==> src/rtl/crc16_modbus_frame_packer_macros.svh <==
// ----------------------------------------------------------------------------
// CRC-16/MODBUS frame packer assertion macros
// Shared assertion wrappers clocked on clk; CMFP_ASSERT is disabled while arst_n is low.
// ----------------------------------------------------------------------------
`ifndef CRC16_MODBUS_FRAME_PACKER_MACROS_SVH
`define CRC16_MODBUS_FRAME_PACKER_MACROS_SVH

// Check a property outside of reset.
`define CMFP_ASSERT(label, prop, msg) \
	label: assert property (@(posedge clk) disable iff (!arst_n) prop) else $error(msg);

// Check a property at every edge, reset included.
`define CMFP_ASSERT_ALWAYS(label, prop, msg) \
	label: assert property (@(posedge clk) prop) else $error(msg);

`endif

==> src/rtl/crc16m_pkg.sv <==
// ----------------------------------------------------------------------------
// crc16m_pkg
// Types, constants and the byte fold function of the CRC-16/MODBUS packer.
// ----------------------------------------------------------------------------
package crc16m_pkg;

	localparam int unsigned WordW = 16;
	localparam int unsigned ByteW = 8;
	localparam logic [WordW-1:0] CrcPoly = 16'hA001;
	localparam logic [WordW-1:0] CrcSeedReset = 16'hFFFF;

	typedef enum logic [1:0] {
		PH_LO,
		PH_HI,
		PH_CRC_LO,
		PH_CRC_HI
	} phase_t;

	typedef struct packed {
		logic             fold;
		logic             close;
		logic [ByteW-1:0] data;
	} crc_ctl_t;

	typedef struct packed {
		logic [ByteW-1:0] data;
		logic             is_crc;
		logic             frame_end;
	} out_item_t;

	// Fold one byte into a reflected CRC, LSB first.
	function automatic logic [WordW-1:0] fold_byte(input logic [WordW-1:0] crc,
			input logic [ByteW-1:0] b);
		logic [WordW-1:0] c;
		c = crc ^ {{(WordW-ByteW){1'b0}}, b};
		for (int k = 0; k < ByteW; k++) begin
			if (c[0]) begin
				c = (c >> 1) ^ CrcPoly;
			end else begin
				c = c >> 1;
			end
		end
		return c;
	endfunction

endpackage

==> src/rtl/crc16m_crc_unit.sv <==
// ----------------------------------------------------------------------------
// crc16m_crc_unit
// Running CRC register: folds one byte per command and reloads at frame end.
// ----------------------------------------------------------------------------
module crc16m_crc_unit
	import crc16m_pkg::*;
(
	input  logic             clk,
	input  logic             arst_n,
	input  logic [WordW-1:0] crc_seed,
	input  crc_ctl_t         ctl,
	output logic [WordW-1:0] crc
);

	logic [WordW-1:0] crc_q;
	logic             in_frame_q;
	logic [WordW-1:0] crc_src;

	// First byte of a frame starts from the live seed.
	assign crc_src = in_frame_q ? crc_q : crc_seed;

	always_ff @(posedge clk or negedge arst_n) begin
		if (!arst_n) begin
			crc_q      <= CrcSeedReset;
			in_frame_q <= 1'b0;
		end else if (ctl.fold) begin
			crc_q      <= fold_byte(crc_src, ctl.data);
			in_frame_q <= 1'b1;
		end else if (ctl.close) begin
			crc_q      <= crc_seed;
			in_frame_q <= 1'b0;
		end
	end

	assign crc = crc_q;

endmodule

==> src/rtl/crc16m_out_stage.sv <==
// ----------------------------------------------------------------------------
// crc16m_out_stage
// Output register of the byte stream with its handshake.
// ----------------------------------------------------------------------------
module crc16m_out_stage
	import crc16m_pkg::*;
(
	input  logic             clk,
	input  logic             arst_n,
	input  logic             load,
	input  out_item_t        item,
	output logic             ready,
	output logic             m_tvalid,
	input  logic             m_tready,
	output logic [ByteW-1:0] m_tdata,
	output logic             m_tuser,
	output logic             m_tlast
);

	logic      valid_q;
	out_item_t item_q;

	assign ready = !valid_q || m_tready;

	always_ff @(posedge clk or negedge arst_n) begin
		if (!arst_n) begin
			valid_q <= 1'b0;
		end else if (ready) begin
			valid_q <= load;
		end
	end

	always_ff @(posedge clk) begin
		if (ready && load) begin
			item_q <= item;
		end
	end

	assign m_tvalid = valid_q;
	assign m_tdata  = item_q.data;
	assign m_tuser  = item_q.is_crc;
	assign m_tlast  = item_q.frame_end;

endmodule

==> src/rtl/crc16_modbus_frame_packer.sv <==
// A word passes through the input register and then the output register before its first byte appears.
// Throughput: one byte per cycle while m_tready allows; a word gives two bytes, a last word four
// (two payload bytes plus the two CRC trailer bytes).
// The byte sequencer and its one-byte fold per cycle set that figure.
// Reset: arst_n clears all control state at once; seed returns to 0xFFFF.
// ----------------------------------------------------------------------------
// crc16_modbus_frame_packer
// Splits 16-bit words into bytes, low byte first, folds each into a
// CRC-16/MODBUS and appends the CRC (low, then high byte) after the last word.
// ----------------------------------------------------------------------------
`include "crc16_modbus_frame_packer_macros.svh"

module crc16_modbus_frame_packer
	import crc16m_pkg::*;
(
	input  logic             clk,
	input  logic             arst_n,
	// configuration: crc_seed
	input  logic             cfg_we,
	input  logic [WordW-1:0] cfg_wdata,
	// input stream
	input  logic             s_tvalid,
	output logic             s_tready,
	input  logic [WordW-1:0] s_tdata,   // [15:0] word_value
	input  logic             s_tlast,   // last_word
	// output stream
	output logic             m_tvalid,
	input  logic             m_tready,
	output logic [ByteW-1:0] m_tdata,   // [7:0] out_byte
	output logic             m_tuser,   // [0] is_crc
	output logic             m_tlast    // frame_end
);

	logic [WordW-1:0] crc_seed_q;

	logic             in_valid_s1;
	logic [WordW-1:0] word_s1;
	logic             last_s1;

	phase_t           phase_q;
	phase_t           phase_d;

	logic             out_ready;
	logic             adv;
	logic             item_done;
	crc_ctl_t         crc_ctl;
	out_item_t        out_item;
	logic [WordW-1:0] crc;

	// Seed register; takes effect at the next frame start.
	always_ff @(posedge clk or negedge arst_n) begin
		if (!arst_n) begin
			crc_seed_q <= CrcSeedReset;
		end else if (cfg_we) begin
			crc_seed_q <= cfg_wdata;
		end
	end

	// Advance one byte whenever a word is held and the output register can take it.
	assign adv       = in_valid_s1 && out_ready;
	assign item_done = (phase_q == PH_HI && !last_s1) || (phase_q == PH_CRC_HI);

	// Free the input register on the final byte of the held word.
	assign s_tready = !in_valid_s1 || (adv && item_done);

	// Input register: one word, held until all its bytes are out.
	always_ff @(posedge clk or negedge arst_n) begin
		if (!arst_n) begin
			in_valid_s1 <= 1'b0;
		end else if (s_tready) begin
			in_valid_s1 <= s_tvalid;
		end
	end

	always_ff @(posedge clk) begin
		if (s_tvalid && s_tready) begin
			word_s1 <= s_tdata;
			last_s1 <= s_tlast;
		end
	end

	// Byte sequencer: next state.
	always_comb begin
		phase_d = phase_q;
		if (adv) begin
			if (item_done) begin
				phase_d = PH_LO;
			end else begin
				unique case (phase_q)
					PH_LO:     phase_d = PH_HI;
					PH_HI:     phase_d = PH_CRC_LO;
					PH_CRC_LO: phase_d = PH_CRC_HI;
					default:   phase_d = PH_LO;
				endcase
			end
		end
	end

	always_ff @(posedge clk or negedge arst_n) begin
		if (!arst_n) begin
			phase_q <= PH_LO;
		end else begin
			phase_q <= phase_d;
		end
	end

	// Byte sequencer: outputs. Payload bytes fold into the CRC; the CRC
	// high byte closes the frame and reloads the seed.
	always_comb begin
		crc_ctl            = '0;
		out_item.data      = word_s1[ByteW-1:0];
		out_item.is_crc    = 1'b0;
		out_item.frame_end = 1'b0;
		unique case (phase_q)
			PH_LO: begin
				out_item.data = word_s1[ByteW-1:0];
				crc_ctl.fold  = adv;
				crc_ctl.data  = word_s1[ByteW-1:0];
			end
			PH_HI: begin
				out_item.data = word_s1[WordW-1:ByteW];
				crc_ctl.fold  = adv;
				crc_ctl.data  = word_s1[WordW-1:ByteW];
			end
			PH_CRC_LO: begin
				out_item.data   = crc[ByteW-1:0];
				out_item.is_crc = 1'b1;
			end
			PH_CRC_HI: begin
				out_item.data      = crc[WordW-1:ByteW];
				out_item.is_crc    = 1'b1;
				out_item.frame_end = 1'b1;
				crc_ctl.close      = adv;
			end
			default: begin
				crc_ctl = '0;
			end
		endcase
	end

	crc16m_crc_unit u_crc (
		.clk      (clk),
		.arst_n   (arst_n),
		.crc_seed (crc_seed_q),
		.ctl      (crc_ctl),
		.crc      (crc)
	);

	crc16m_out_stage u_out (
		.clk      (clk),
		.arst_n   (arst_n),
		.load     (adv),
		.item     (out_item),
		.ready    (out_ready),
		.m_tvalid (m_tvalid),
		.m_tready (m_tready),
		.m_tdata  (m_tdata),
		.m_tuser  (m_tuser),
		.m_tlast  (m_tlast)
	);

	// An idle input register always restarts at the low payload byte.
	`CMFP_ASSERT(a_idle_phase, !in_valid_s1 |-> phase_q == PH_LO, "phase not reset when idle")
	// CRC trailer phases only occur for a word marked last.
	`CMFP_ASSERT(a_crc_needs_last, in_valid_s1 && (phase_q == PH_CRC_LO || phase_q == PH_CRC_HI) |-> last_s1, "CRC phase without last word")
	// A held word is never released on its first byte.
	`CMFP_ASSERT(a_no_early_release, in_valid_s1 && phase_q == PH_LO |-> !s_tready, "input freed after one byte")
	// Frame end only ever marks a CRC byte.
	`CMFP_ASSERT_ALWAYS(a_end_is_crc, m_tvalid && m_tlast |-> m_tuser, "frame end on payload byte")

endmodule

==> config.mk <==
export PLATFORM = sky130hd
export DESIGN_NAME = crc16_modbus_frame_packer
export DESIGN_NICKNAME = d
export VERILOG_FILES = /design/src/rtl/crc16m_pkg.sv /design/src/rtl/crc16m_crc_unit.sv /design/src/rtl/crc16m_out_stage.sv /design/src/rtl/crc16_modbus_frame_packer.sv
export VERILOG_INCLUDE_DIRS = /design/src /design/src/rtl
export SDC_FILE = /design/constraint.sdc
export NUM_CORES = 1
export LEC_CHECK = 0
export BUFFER_PORTS_ARGS = -buffer_cell sky130_fd_sc_hd__buf_2
export CAP_MARGIN = 0
export CORE_MARGIN = 2
export CORE_UTILIZATION = 45
export CTS_BUF_LIST = sky130_fd_sc_hd__clkbuf_4 sky130_fd_sc_hd__clkbuf_8
export CTS_CLUSTER_SIZE = 10
export DETAILED_ROUTE_END_ITERATION = 12
export GPL_ROUTABILITY_DRIVEN = 0
export GPL_TIMING_DRIVEN = 0
export PLACE_DENSITY = 0.62
export SYNTH_ARGS = -nofsm -noshare
export SYNTH_HDL_FRONTEND = slang
export SYNTH_SLANG_ARGS = --single-unit
==> constraint.sdc <==
create_clock -name clk -period 4.1 [get_ports clk]
set_input_delay 0.41 -clock clk [delete_from_list [all_inputs] [get_ports clk]]
set_output_delay 0.41 -clock clk [all_outputs]
set_load 0.02 [all_outputs]
# Word level (Yosys, flattened, before mapping)
# Index checks and enable logic that the tools add are counted.
# classes
multipliers,0
magnitude_cmp,0
addsub,0
reduce_logical,15
shift,0
div_mod_pow,0
bitwise,9
n_mux,28
eq_ne,3
# ops
operator,n
$mux W16,18
$pmux W8 S4,1
$not A2 Y3,8
$pmux W8 S2,1
$xor A16 B8 Y16,1
$mux W1,6
$pmux W2 S3,1
$logic_and A1 B1 Y1,5
$eq A2 B2 Y1 const B,2
$reduce_or A2 Y1,2
$logic_not A1 Y1,3
$logic_or A1 B1 Y1,3
$eq A2 B1 Y1 const B,1
$logic_not A2 Y1,1
$mux W2,1
$reduce_bool A2 Y1,1
# totals
latchBits,0
wordCells,66
memories,0
ram_bits,0
out_inout_bits,12
reg_bits,64
input_bits,38
romBits,0

# Longest topological paths before layout
# Gate-level depths: netlist of run 1.
# logic_depth
depth_word,27
depth_mapped,10
ltp_nobuf,9

# By module
# Synthesis of run 1 repeated with hierarchy kept, for this count alone.
# hier_totals
cells_unflattened,245
area_unflattened_um2,3226.8
# by_module_without_submodules
mod,area_each_um2,cells_per_inst,seq_area_each_um2,n_inst
crc16_modbus_frame_packer,1676.6,117,1006.0,1
crc16m_crc_unit,1196.1,114,445.4,1
crc16m_out_stage,354.1,14,325.3,1

# Least setup slack after synthesis of run 1
# Ideal clock, no wire load.
# synth_path
kind,flip-flop to flip-flop
start,register phase_q[1]
end,"register last_s1, enable pin"
period_less_slack_ns,2.716
slack_ns,1.384
path_stages_with_launch,8
t_arrival_ns,2.341
n_path_buf,2
setup_time_ns,0.375
t_required_ns,3.725
path_cell_list,dfrtp_1 > inv_1 > ha_1 > buf_4 > clkbuf_1 > a21oi_1 > o21ai_0 > and2_1
# synth_between
elab_chain_cells,6
word_cells_on_any_way,7
classes_between,2 x eq/ne; 5 x reduce/logical
# synth_rtl
item,line,text
start: declaration,crc16_modbus_frame_packer.sv:40,phase_t phase_q;
start signal: assignment,crc16_modbus_frame_packer.sv:103,phase_q <= phase_d;
$eq A2 B1 Y1,crc16_modbus_frame_packer.sv:61,assign item_done = (phase_q == PH_HI && !last_s1) || (phase_q == PH_CRC_HI);
$logic_and A1 B1 Y1,crc16_modbus_frame_packer.sv:61,
$logic_or A1 B1 Y1 (*),crc16_modbus_frame_packer.sv:61,
$logic_and A1 B1 Y1 (*),crc16_modbus_frame_packer.sv:64,assign s_tready = !in_valid_s1 || (adv && item_done);
$logic_or A1 B1 Y1 (*),crc16_modbus_frame_packer.sv:64,
net s_tready,crc16_modbus_frame_packer.sv:23,"output logic s_tready,"
$logic_and A1 B1 Y1 (*),crc16_modbus_frame_packer.sv:76,if (s_tvalid && s_tready) begin
end signal: assignment,crc16_modbus_frame_packer.sv:78,last_s1 <= s_tlast;
end: declaration,crc16_modbus_frame_packer.sv:38,logic last_s1;
# The timed path passes the listed nets; every way through them passes the cells marked *.
# A chain may end at the register's enable or synchronous reset.

# Worst setup path after layout of run 1
# layout_path
start,register phase_q[1]
end,"register word_s1[9], enable pin"
# layout_between
elab_chain_cells,6
word_cells_on_any_way,7
classes_between,2 x eq/ne; 5 x reduce/logical
# layout_rtl
item,line,text
$eq A2 B1 Y1,crc16_modbus_frame_packer.sv:61,
$logic_and A1 B1 Y1,crc16_modbus_frame_packer.sv:61,
$logic_or A1 B1 Y1 (*),crc16_modbus_frame_packer.sv:61,
$logic_and A1 B1 Y1 (*),crc16_modbus_frame_packer.sv:64,
$logic_or A1 B1 Y1 (*),crc16_modbus_frame_packer.sv:64,
$logic_and A1 B1 Y1 (*),crc16_modbus_frame_packer.sv:76,
end signal: assignment,crc16_modbus_frame_packer.sv:77,word_s1 <= s_tdata;
end: declaration,crc16_modbus_frame_packer.sv:37,logic [WordW-1:0] word_s1;
# Every way passes the cells marked *; elsewhere a longest branch is shown, timed or not.

==> qor.yml, run 1 <==
clk_latency_ns: 0.35
seq_area_frac_synth: 0.566
grt-ovfl-total: 0
area_delta_synth_final_pct: 17.4
finalHoldViolCount: 0
finalNetCount: 357
multi_input_area_um2: 1240
syn-cell-area_um2: 3140
track_usage: 0.201
crit_chain: "inv_1 > ha_1 > buf_4 > clkbuf_1 > a21oi_1 > o21ai_0 > and2_1"
core-area_um2: 6760
r2r_slack_ns: 1.26
die_y_um: 87.5
r2r_cells: 7
num_antenna_cells: 0
worstHoldPathType: "in -> async"
first_pass_iters: 7
clk_pin_slew_ns: 0.07
grt_max_degree: 38
drc_errors: 0
fin_setup_tns_ns: 0
ir_drop_uv: 597
dpl.hpwl_um: 4960
clock_power_share: 0.160
fin_cells: 399
nFillCells: 606
cp_max_fo: 17
p_leak_nw: 1.58
wl_met2_um: 3330
pwr-share-seq: 0.311
cts_htree_levels: 3
fmax_mhz: 352
fin_skew_ns: 0.0101
ant_nets: 0
layout-drive-gt1-share: 0.376
cts-resized-gates: 0
drv_cap: 0
layout_common_cells: "buf_2, dfstp_2, edfxtp_1"
cts_tree: "built"
drv_slew: 0
power.internal_w: 0.00208
swShare: 0.406
wl_met1_um: 3110
vias: 2208
cts_root_buf: "clkbuf_8"
initial_core_util: 0.464
r2r_start: "phase_q[1]$_DFFE_PN0P_"
grt_pass1_wl_um: 11200
comb_power_share: 0.529
synth.top_cell.area_share: 0.268
syn_nets: 298
io_buffers: 48
cts_buffer_depth: 2
ios: 50
regArea_um2: 1780
cts_num_sinks: 64
yosysUniqueCellTypes: 31
netlist_instances: 255
netSwitchingPower_w: 0.00142
ys_ff_latch: 64
numCtsBuffers: 9
placed_cells_incl_taps: 383
cts_hold_buf: 0
power_density_nw_per_um2: 952
drt_iter0_drc: 177
yosys.area.top_type: "dfstp_2"
die-area_um2: 7650
pre_cts_ws_ns: 1.24
setup_ws_ns: 1.26
period_minus_slack_ns: 2.84
antenna_found_initial: 0
required_ns: 4.07
highest_layer: "met4"
yosys_warnings: 0
synth.area.top_cells: "dfstp_2, edfxtp_1, mux2i_1, mux2_2, dfrtp_1"
startpoint_type: "flop"
grt_pass1_vias: 2156
synth_area_per_cell_um2: 12.3
rows: 30
maxSlewHeadroom: 0.328
rsz0062_at_grt: "false"
path_class: "reg -> reg"
period_share: 0.692
layout.cells.most_common: "buf_2"
totalWireLength_um: 6980
setup_viol: 0
status: "complete, no violations"
dr_wl_met3_um: 434
whs_ns: 0.175
rr_endpoint: "word_s1[9]$_DFFE_PP_"
arrival_ns: 2.81
post_cts_buffers: 0
vias_per_cell: 5.53
end_kind: "flop"
avgRoutedWirePerCell_um: 17.5
critPathMaxStageDelay_ns: 0.68
power.total_w: 0.00351
die_w_um: 87.5
crit_path_top_delay_cell: "and2_1"
worstMarginPinSlew_ns: 1.01
==> registers in the layout, indices dropped and copies added, names as in the netlist <==
name	count
word_s1	16
u_out.m_tdata	8
in_valid_s1	1
u_out.m_tvalid	1
u_out.m_tuser	1
last_s1	1
crc_seed_q	16
u_crc.in_frame_q	1
u_crc.crc	16
u_out.m_tlast	1
phase_q	2
==> worst max-delay path by stage <==
stage                            end              startpoint  cells after the start
6_report        word_s1[9]$_DFFE_PP_  phase_q[1]$_DFFE_PN0P_                      7
5_1_grt         word_s1[1]$_DFFE_PP_  phase_q[1]$_DFFE_PN0P_                      7
2_1_floorplan      last_s1$_DFFE_PP_  phase_q[1]$_DFFE_PN0P_                      7
3_3_place_gp   word_s1[15]$_DFFE_PP_  phase_q[1]$_DFFE_PN0P_                      7
3_5_place_dp   word_s1[15]$_DFFE_PP_  phase_q[1]$_DFFE_PN0P_                      7
4_1_cts         word_s1[9]$_DFFE_PP_  phase_q[1]$_DFFE_PN0P_                      7
==> critical path, delay by kind of cell, from the launching register on <==
family | cells | cell delay (ns)
compound gates | 2 | 0.48
fa+ha+maj | 1 | 0.16
buf+inv | 3 | 0.73
flops | 1 | 0.40
simple gates | 1 | 0.68
==> layout make-up <==
class	instances	area share
tap	80	0.0272
clock inverter	3	0.0109
inverter	13	0.0132
multi-input combinational	165	0.338
buffer	13	0.0183
timing repair buffer	48	0.0652
sequential	64	0.482
clock buffer	13	0.0452
==> through the flow <==
| step | area, um2 | utilization |
|---|---|---|
| 2_1_floorplan | 3140 | - |
| 3_3_place_gp | 3480 | 0.515 |
| 3_5_place_dp | 3480 | 0.515 |
| 4_1_cts | 3680 | 0.545 |
| 5_1_grt | 3680 | 0.545 |
| 6_report | 3680 | 0.545 |
==> cell families after synthesis <==
kind of cell	Yosys count	share of synthesized area
multiplexers	39	0.131
flip-flops	64	0.566
XOR/XNOR	25	0.0722
AND/OR/NAND/NOR	41	0.0562
buffers and inverters	26	0.0371
AO/OA/AOI/OAI	55	0.117
adder cells (fa/ha/maj)	5	0.0199
==> layer usage <==
metal,vias to the layer above,global-route usage
met2,71,0.321
met3,11,0.0626
met1,1089,0.263
li1,1037,-
met5,-,0
met4,0,0.0629
==> power groups by stage <==
stage	combinational (W)	clock, W	sequential, W
3_5_place_dp	0.00183	0	0.00110
2_1_floorplan	0.00139	0	0.00112
6_report	0.00186	0.000560	0.00109
3_3_place_gp	0.00181	0	0.00110
5_1_grt	0.00202	0.000598	0.00111
4_1_cts	0.00184	0.000573	0.00109
==> synthesized netlist by cell type <==
library cell  instances
dfstp_2              32
edfxtp_1             27
mux2i_1              23
mux2_2               16
nand2_1              16
nor2_1               16
a21oi_1              15
o21ai_0              14
xor2_1               14
inv_1                13
xnor2_1              10
clkbuf_1              9
a222oi_1              8
a22oi_1               7
dfrtp_1               5
ha_1                  5
o22ai_1               5
a22oi_2               3
nand2b_1              3
and2_1                2
buf_6                 2
a32oi_1               1
buf_1                 1
buf_4                 1
nand3_1               1
nand3b_1              1
o211ai_1              1
o21ai_1               1
or2_1                 1
or2_2                 1
xnor2_2               1
(Power assumes the default switching activity.)
==> run 2: changes to the inputs <==
--- a/config.mk
+++ b/config.mk
@@ -6,6 +6,7 @@
 export SDC_FILE = /design/constraint.sdc
 export NUM_CORES = 1
 export LEC_CHECK = 0
+export ABC_AREA = 1
 export BUFFER_PORTS_ARGS = -buffer_cell sky130_fd_sc_hd__buf_2
 export CAP_MARGIN = 0
 export CORE_MARGIN = 2
@@ -15,7 +16,7 @@
 export DETAILED_ROUTE_END_ITERATION = 12
 export GPL_ROUTABILITY_DRIVEN = 0
 export GPL_TIMING_DRIVEN = 0
-export PLACE_DENSITY = 0.62
+export PLACE_DENSITY = 0.61
 export SYNTH_ARGS = -nofsm -noshare
 export SYNTH_HDL_FRONTEND = slang
 export SYNTH_SLANG_ARGS = --single-unit
==> constraint.sdc (replaced) <==
create_clock -name clk -period 2.7 [get_ports clk]
set_input_delay 0.27 -clock clk [delete_from_list [all_inputs] [get_ports clk]]
set_output_delay 0.27 -clock clk [all_outputs]
set_load 0.02 [all_outputs]
==> qor.yml, run 2 <==
status: "complete, no violations"
synth.top_cell.area_share: 0.242
synth.most_common_cell: "nand2_1"
ir_drop_uv: 470
syn_nets: 462
required_ns: 2.96
crit_top_cell: "inv_1"
worstMarginPinSlew_ns: 0.849
period_minus_slack_ns: 2.39
initial_core_util: 0.457
area_delta_synth_final_pct: 16.5
grt_max_degree: 38
grt-ovfl-total: 0
setup_viol: 0
dpl.hpwl_um: 6310
num_antenna_cells: 0
vias_per_cell: 5.03
yosys.area.top_type: "dfstp_2"
worstHoldPathType: "in -> async"
syn-cell-area_um2: 3480
avgRoutedWirePerCell_um: 14.5
startpoint_type: "flop"
seq_area_frac_synth: 0.511
post_cts_buffers: 0
ys.flop_type: "dfstp_2"
drt_iter0_drc: 142
crit_chain: "inv_1 > ha_1 > buf_6 > nor2_1 > nor2_2 > inv_1 > nand2_1 > inv_1 > a21oi_1 > o21ai_0 > o21ai_0"
drv_cap: 0
numCtsBuffers: 9
ant_nets: 0
placed_cell_area_um2: 3850
drc_errors: 0
clk_latency_ns: 0.33
cts_tree: "built"
cts_hold_buf: 0
fin_skew_ns: 0.00409
cts_root_buf: "clkbuf_8"
die-area_um2: 8450
power.total_w: 0.00502
rows: 32
cts_buffer_depth: 2
grt_pass1_vias: 2908
critPathMaxStageDelay_ns: 0.40
grt_pass1_wl_um: 14000
maxSlewHeadroom: 0.434
finalNetCount: 522
path_class: "reg -> reg"
netlist_top_cells_count: "nand2_1, inv_1, o21ai_0"
drv_slew: 0
layout_common_cells: "nand2_1, inv_1, buf_2"
ios: 50
totalWireLength_um: 8470
first_pass_iters: 4
synth_area_per_cell_um2: 8.30
synth_edf_count: 27
ys_ff_latch: 64
r2r_slack_ns: 0.31
layout-drive-gt1-share: 0.281
layout.cells.most_common: "nand2_1"
finalHoldViolCount: 0
netlist_instances: 419
fin_cells: 586
final_area_um2: 4050
yosysUniqueCellTypes: 28
synth.area.top_cells: "dfstp_2, edfxtp_1, nand2_1, o21ai_0, inv_1"
yosys_warnings: 0
io_buffers: 49
antenna_found_initial: 0
critPathTopFamily: "buffers and inverters"
final_util: 0.533
cp_max_fo: 10
period_share: 0.885
end_kind: "flop"
rsz0062_at_grt: "false"
crit_path_top_delay_cell: "dfrtp_1"
arrival_ns: 2.65
async_flop_share: 0.578
placed_cells_incl_taps: 570
p_leak_nw: 1.91
die_w_um: 91.9
fmax_mhz: 418
cts_htree_levels: 3
clk_pin_slew_ns: 0.07
cts_num_sinks: 64
critPathBufInv: 4
power_density_nw_per_um2: 1240
vias: 2948
die_y_um: 91.9
track_usage: 0.219
core-area_um2: 7610
-- run 2: cell count changes after synthesis, sizes merged, moves of 12 or more --
cell   change
mux2      -15
o21ai     +36
nand3     +13
xor2      -12
nand2    +150
inv       +49
mux2i     -23
-- run 2: report_power, final --
group / internal, W / leakage, nW / switching [W]
Sequential: 0.00146 / 0.644 / 0.000141
Clock: 0.000430 / 0.0870 / 0.000361
Combinational: 0.000870 / 1.18 / 0.00176
-- run 2: final timing paths --
check,cells after the start,start,endpoint
worst max register to register,11,phase_q[1]$_DFFE_PN0P_,u_crc.crc[3]$_DFFE_PN1P_
worst max-delay path,11,phase_q[1]$_DFFE_PN0P_,u_crc.crc[3]$_DFFE_PN1P_
min in group clk,1,s_tdata[4],word_s1[4]$_DFFE_PP_
worst min-delay path,1,arst_n,u_crc.in_frame_q$_DFFE_PN0P_
max in group asynchronous,1,arst_n,phase_q[0]$_DFFE_PN0P_
worst min register to register,2,in_valid_s1$_DFFE_PN0N_,u_out.m_tvalid$_DFFE_PN0N_
-- run 2: logic make-up after synthesis --
group	Yosys count	synth area share
AND/OR/NAND/NOR	186	0.227
AO/OA/AOI/OAI	85	0.139
buffers and inverters	75	0.0946
flip-flops	64	0.511
adder cells (fa/ha/maj)	5	0.0180
XOR/XNOR	3	0.00756
multiplexers	1	0.00324
-- run 2: worst reg2reg max path, delay by kind of cell, from the launching register on --
family / cells / cell delay [ns]
buffers and inverters: 4 / 0.71
AND/OR/NAND/NOR: 3 / 0.59
flip-flops: 1 / 0.40
AO/OA/AOI/OAI: 3 / 0.35
adder cells (fa/ha/maj): 1 / 0.28
-- run 2: layout make-up --
type	count	area [um2]
Multi-Input combinational cell	280	1380
Tap cell	102	128
Clock buffer	10	131
Buffer	13	96.3
Timing Repair Buffer	49	245
Inverter	62	233
Clock inverter	6	60.1
Sequential cell	64	1780
Fill cell	731	3560
-- run 2: timing repair --
| item | 4_1_cts | 5_1_grt |
|---|---|---|
| gates resized for setup | 1 | 3 |
| gates cloned | 0 | 0 |
| endpoints found under the setup margin | 17 | 18 |
| endpoints found under the hold margin | 0 | 0 |
-- run 2: metal layers --
metal  vias to the layer above  GRT usage  wire (um)
met5                         -          0          0
met4                         0     0.0933        175
met3                        11     0.0362        425
met2                        78      0.366       4130
met1                      1381      0.281       3740
li1                       1478          -          -
-- run 2: per-stage QoR --
step / hold slack (ns) / setup WS, ns / TNS [ns]
2_1_floorplan: -0.0256 / 0.329 / 0
3_3_place_gp: 0.417 / -0.207 / -3.50
3_5_place_dp: 0.424 / -0.359 / -6.08
4_1_cts: 0.0595 / 0.0310 / 0
5_1_grt: 0.0843 / 0.0960 / 0
6_report: 0.0378 / 0.310 / 0
==> run 3: changes to the inputs <==
--- a/config.mk
+++ b/config.mk
@@ -6,7 +6,6 @@
 export SDC_FILE = /design/constraint.sdc
 export NUM_CORES = 1
 export LEC_CHECK = 0
-export ABC_AREA = 1
 export BUFFER_PORTS_ARGS = -buffer_cell sky130_fd_sc_hd__buf_2
 export CAP_MARGIN = 0
 export CORE_MARGIN = 2
@@ -16,7 +15,7 @@
 export DETAILED_ROUTE_END_ITERATION = 12
 export GPL_ROUTABILITY_DRIVEN = 0
 export GPL_TIMING_DRIVEN = 0
-export PLACE_DENSITY = 0.61
+export PLACE_DENSITY = 0.62
 export SYNTH_ARGS = -nofsm -noshare
 export SYNTH_HDL_FRONTEND = slang
 export SYNTH_SLANG_ARGS = --single-unit
==> qor.yml, run 3 (same netlist as run 1, synthesis figures left out) <==
clk_latency_ns: 0.34
setup_viol: 0
r2r_slack_ns: 0.18
end_kind: "flop"
finalNetCount: 358
layout.cells.most_common: "buf_2"
grt-ovfl-total: 0
initial_core_util: 0.464
cts_buffer_depth: 2
fin_setup_tns_ns: 0
period_minus_slack_ns: 2.52
netSwitchingPower_w: 0.00213
cts_num_sinks: 64
drv_cap: 0
grt_pass1_vias: 2168
first_pass_iters: 5
drc_errors: 0
whs_ns: 0.0312
maxSlewHeadroom: 0.359
track_usage: 0.200
totalWireLength_um: 6840
rows: 30
worstHoldPathType: "in -> async"
period_share: 0.932
grt_max_degree: 38
fmax_mhz: 398
ant_nets: 0
layout_common_cells: "buf_2, dfstp_2, edfxtp_1"
startpoint_type: "flop"
fin_skew_ns: 0.00502
power_density_nw_per_um2: 1430
layout-drive-gt1-share: 0.381
die-area_um2: 7650
die_y_um: 87.5
vias: 2155
crit_path_start: "phase_q[0]$_DFFE_PN0P_"
antenna_found_initial: 0
cts_tree: "built"
num_antenna_cells: 0
ios: 50
drt_iter0_drc: 195
ir_drop_uv: 819
drv_slew: 0
status: "complete, no violations"
arrival_ns: 2.79
pwr-share-seq: 0.316
io_buffers: 48
cp_max_fo: 10
cts_root_buf: "clkbuf_8"
vias_per_cell: 5.39
swShare: 0.405
p_leak_nw: 1.58
numCtsBuffers: 9
cts_htree_levels: 3
avgRoutedWirePerCell_um: 17.1
rsz0062_at_grt: "false"
core-area_um2: 6760
worstMarginPinSlew_ns: 0.962
clk_pin_slew_ns: 0.07
required_ns: 2.97
grt_pass1_wl_um: 11200
die_w_um: 87.5
power.internal_w: 0.00313
nFillCells: 615
finalHoldViolCount: 0
dpl.hpwl_um: 4970
area_delta_synth_final_pct: 17.4
path_class: "reg -> reg"
comb_power_share: 0.532
clock_power_share: 0.152
r2r_start: "phase_q[0]$_DFFE_PN0P_"
-- run 3: layout make-up --
| type | instances | area (um2) | share of cell area |
|---|---|---|---|
| flip-flops and latches | 64 | 1780 | 0.482 |
| repair buffers | 49 | 248 | 0.0673 |
| well taps | 80 | 100 | 0.0272 |
| inverters | 13 | 48.8 | 0.0132 |
| clock inverters | 6 | 58.8 | 0.0160 |
| multi-input cells | 165 | 1240 | 0.338 |
| plain buffers | 13 | 68.8 | 0.0187 |
| clock buffers | 10 | 138 | 0.0374 |
-- run 3: power by group through the flow --
stage	logic (W)	clock network [W]	registers [W]
floorplan	0.00212	0	0.00169
global placement	0.00273	0	0.00167
detailed placement	0.00275	0	0.00168
CTS	0.00278	0.000830	0.00166
global route	0.00311	0.000862	0.00169
finish	0.00280	0.000803	0.00166
-- run 3: routing by layer --
metal	share of wire	vias up	GRT usage
met5	0	-	0
met3	0.055	10	0.0521
li1	-	1037	-
met2	0.48	63	0.322
met4	0.016	0	0.0657
met1	0.45	1045	0.263
-- run 3: path summary, 6_finish.rpt --
kind / to / cells past startpoint
max: u_crc.crc[0]$_DFFE_PN1P_ / 10
min: in_valid_s1$_DFFE_PN0N_ / 1
max reg2reg: u_crc.crc[0]$_DFFE_PN1P_ / 10
min reg2reg: u_out.m_tvalid$_DFFE_PN0N_ / 1
max in group asynchronous: u_crc.in_frame_q$_DFFE_PN0P_ / 1
min in group clk: word_s1[3]$_DFFE_PP_ / 1
-- run 3: repair_timing --
action	CTS	global route
setup buffers	0	1
pin swaps	0	2
resized for setup	1	2
hold buffers	0	0
setup endpoints to repair	17	19
endpoints found under the hold margin	0	0
gates cloned	0	0
-- run 3: metrics by stage --
stage          utilization  power (W)  worst slack [ns]  instances  area [um2]
2_1_floorplan            -    0.00381             0.193        255        3140
3_3_place_gp         0.515    0.00441           0.00726        383        3480
3_5_place_dp         0.515    0.00443           -0.0835        383        3480
4_1_cts              0.544    0.00527             0.171        399        3670
5_1_grt              0.545    0.00566            0.0190        400        3680
6_report             0.545    0.00527             0.185        400        3680
-- run 3: worst max-delay path: stages, from the launching register on --
cell and delay, ns:
dfrtp_1 0.38, inv_1 0.10, ha_1 0.24, buf_6 0.16, a22oi_1 0.26, xor2_1 0.44
xnor2_2 0.18, xnor2_1 0.17, xnor2_1 0.24, xnor2_1 0.11, a21oi_1 0.15
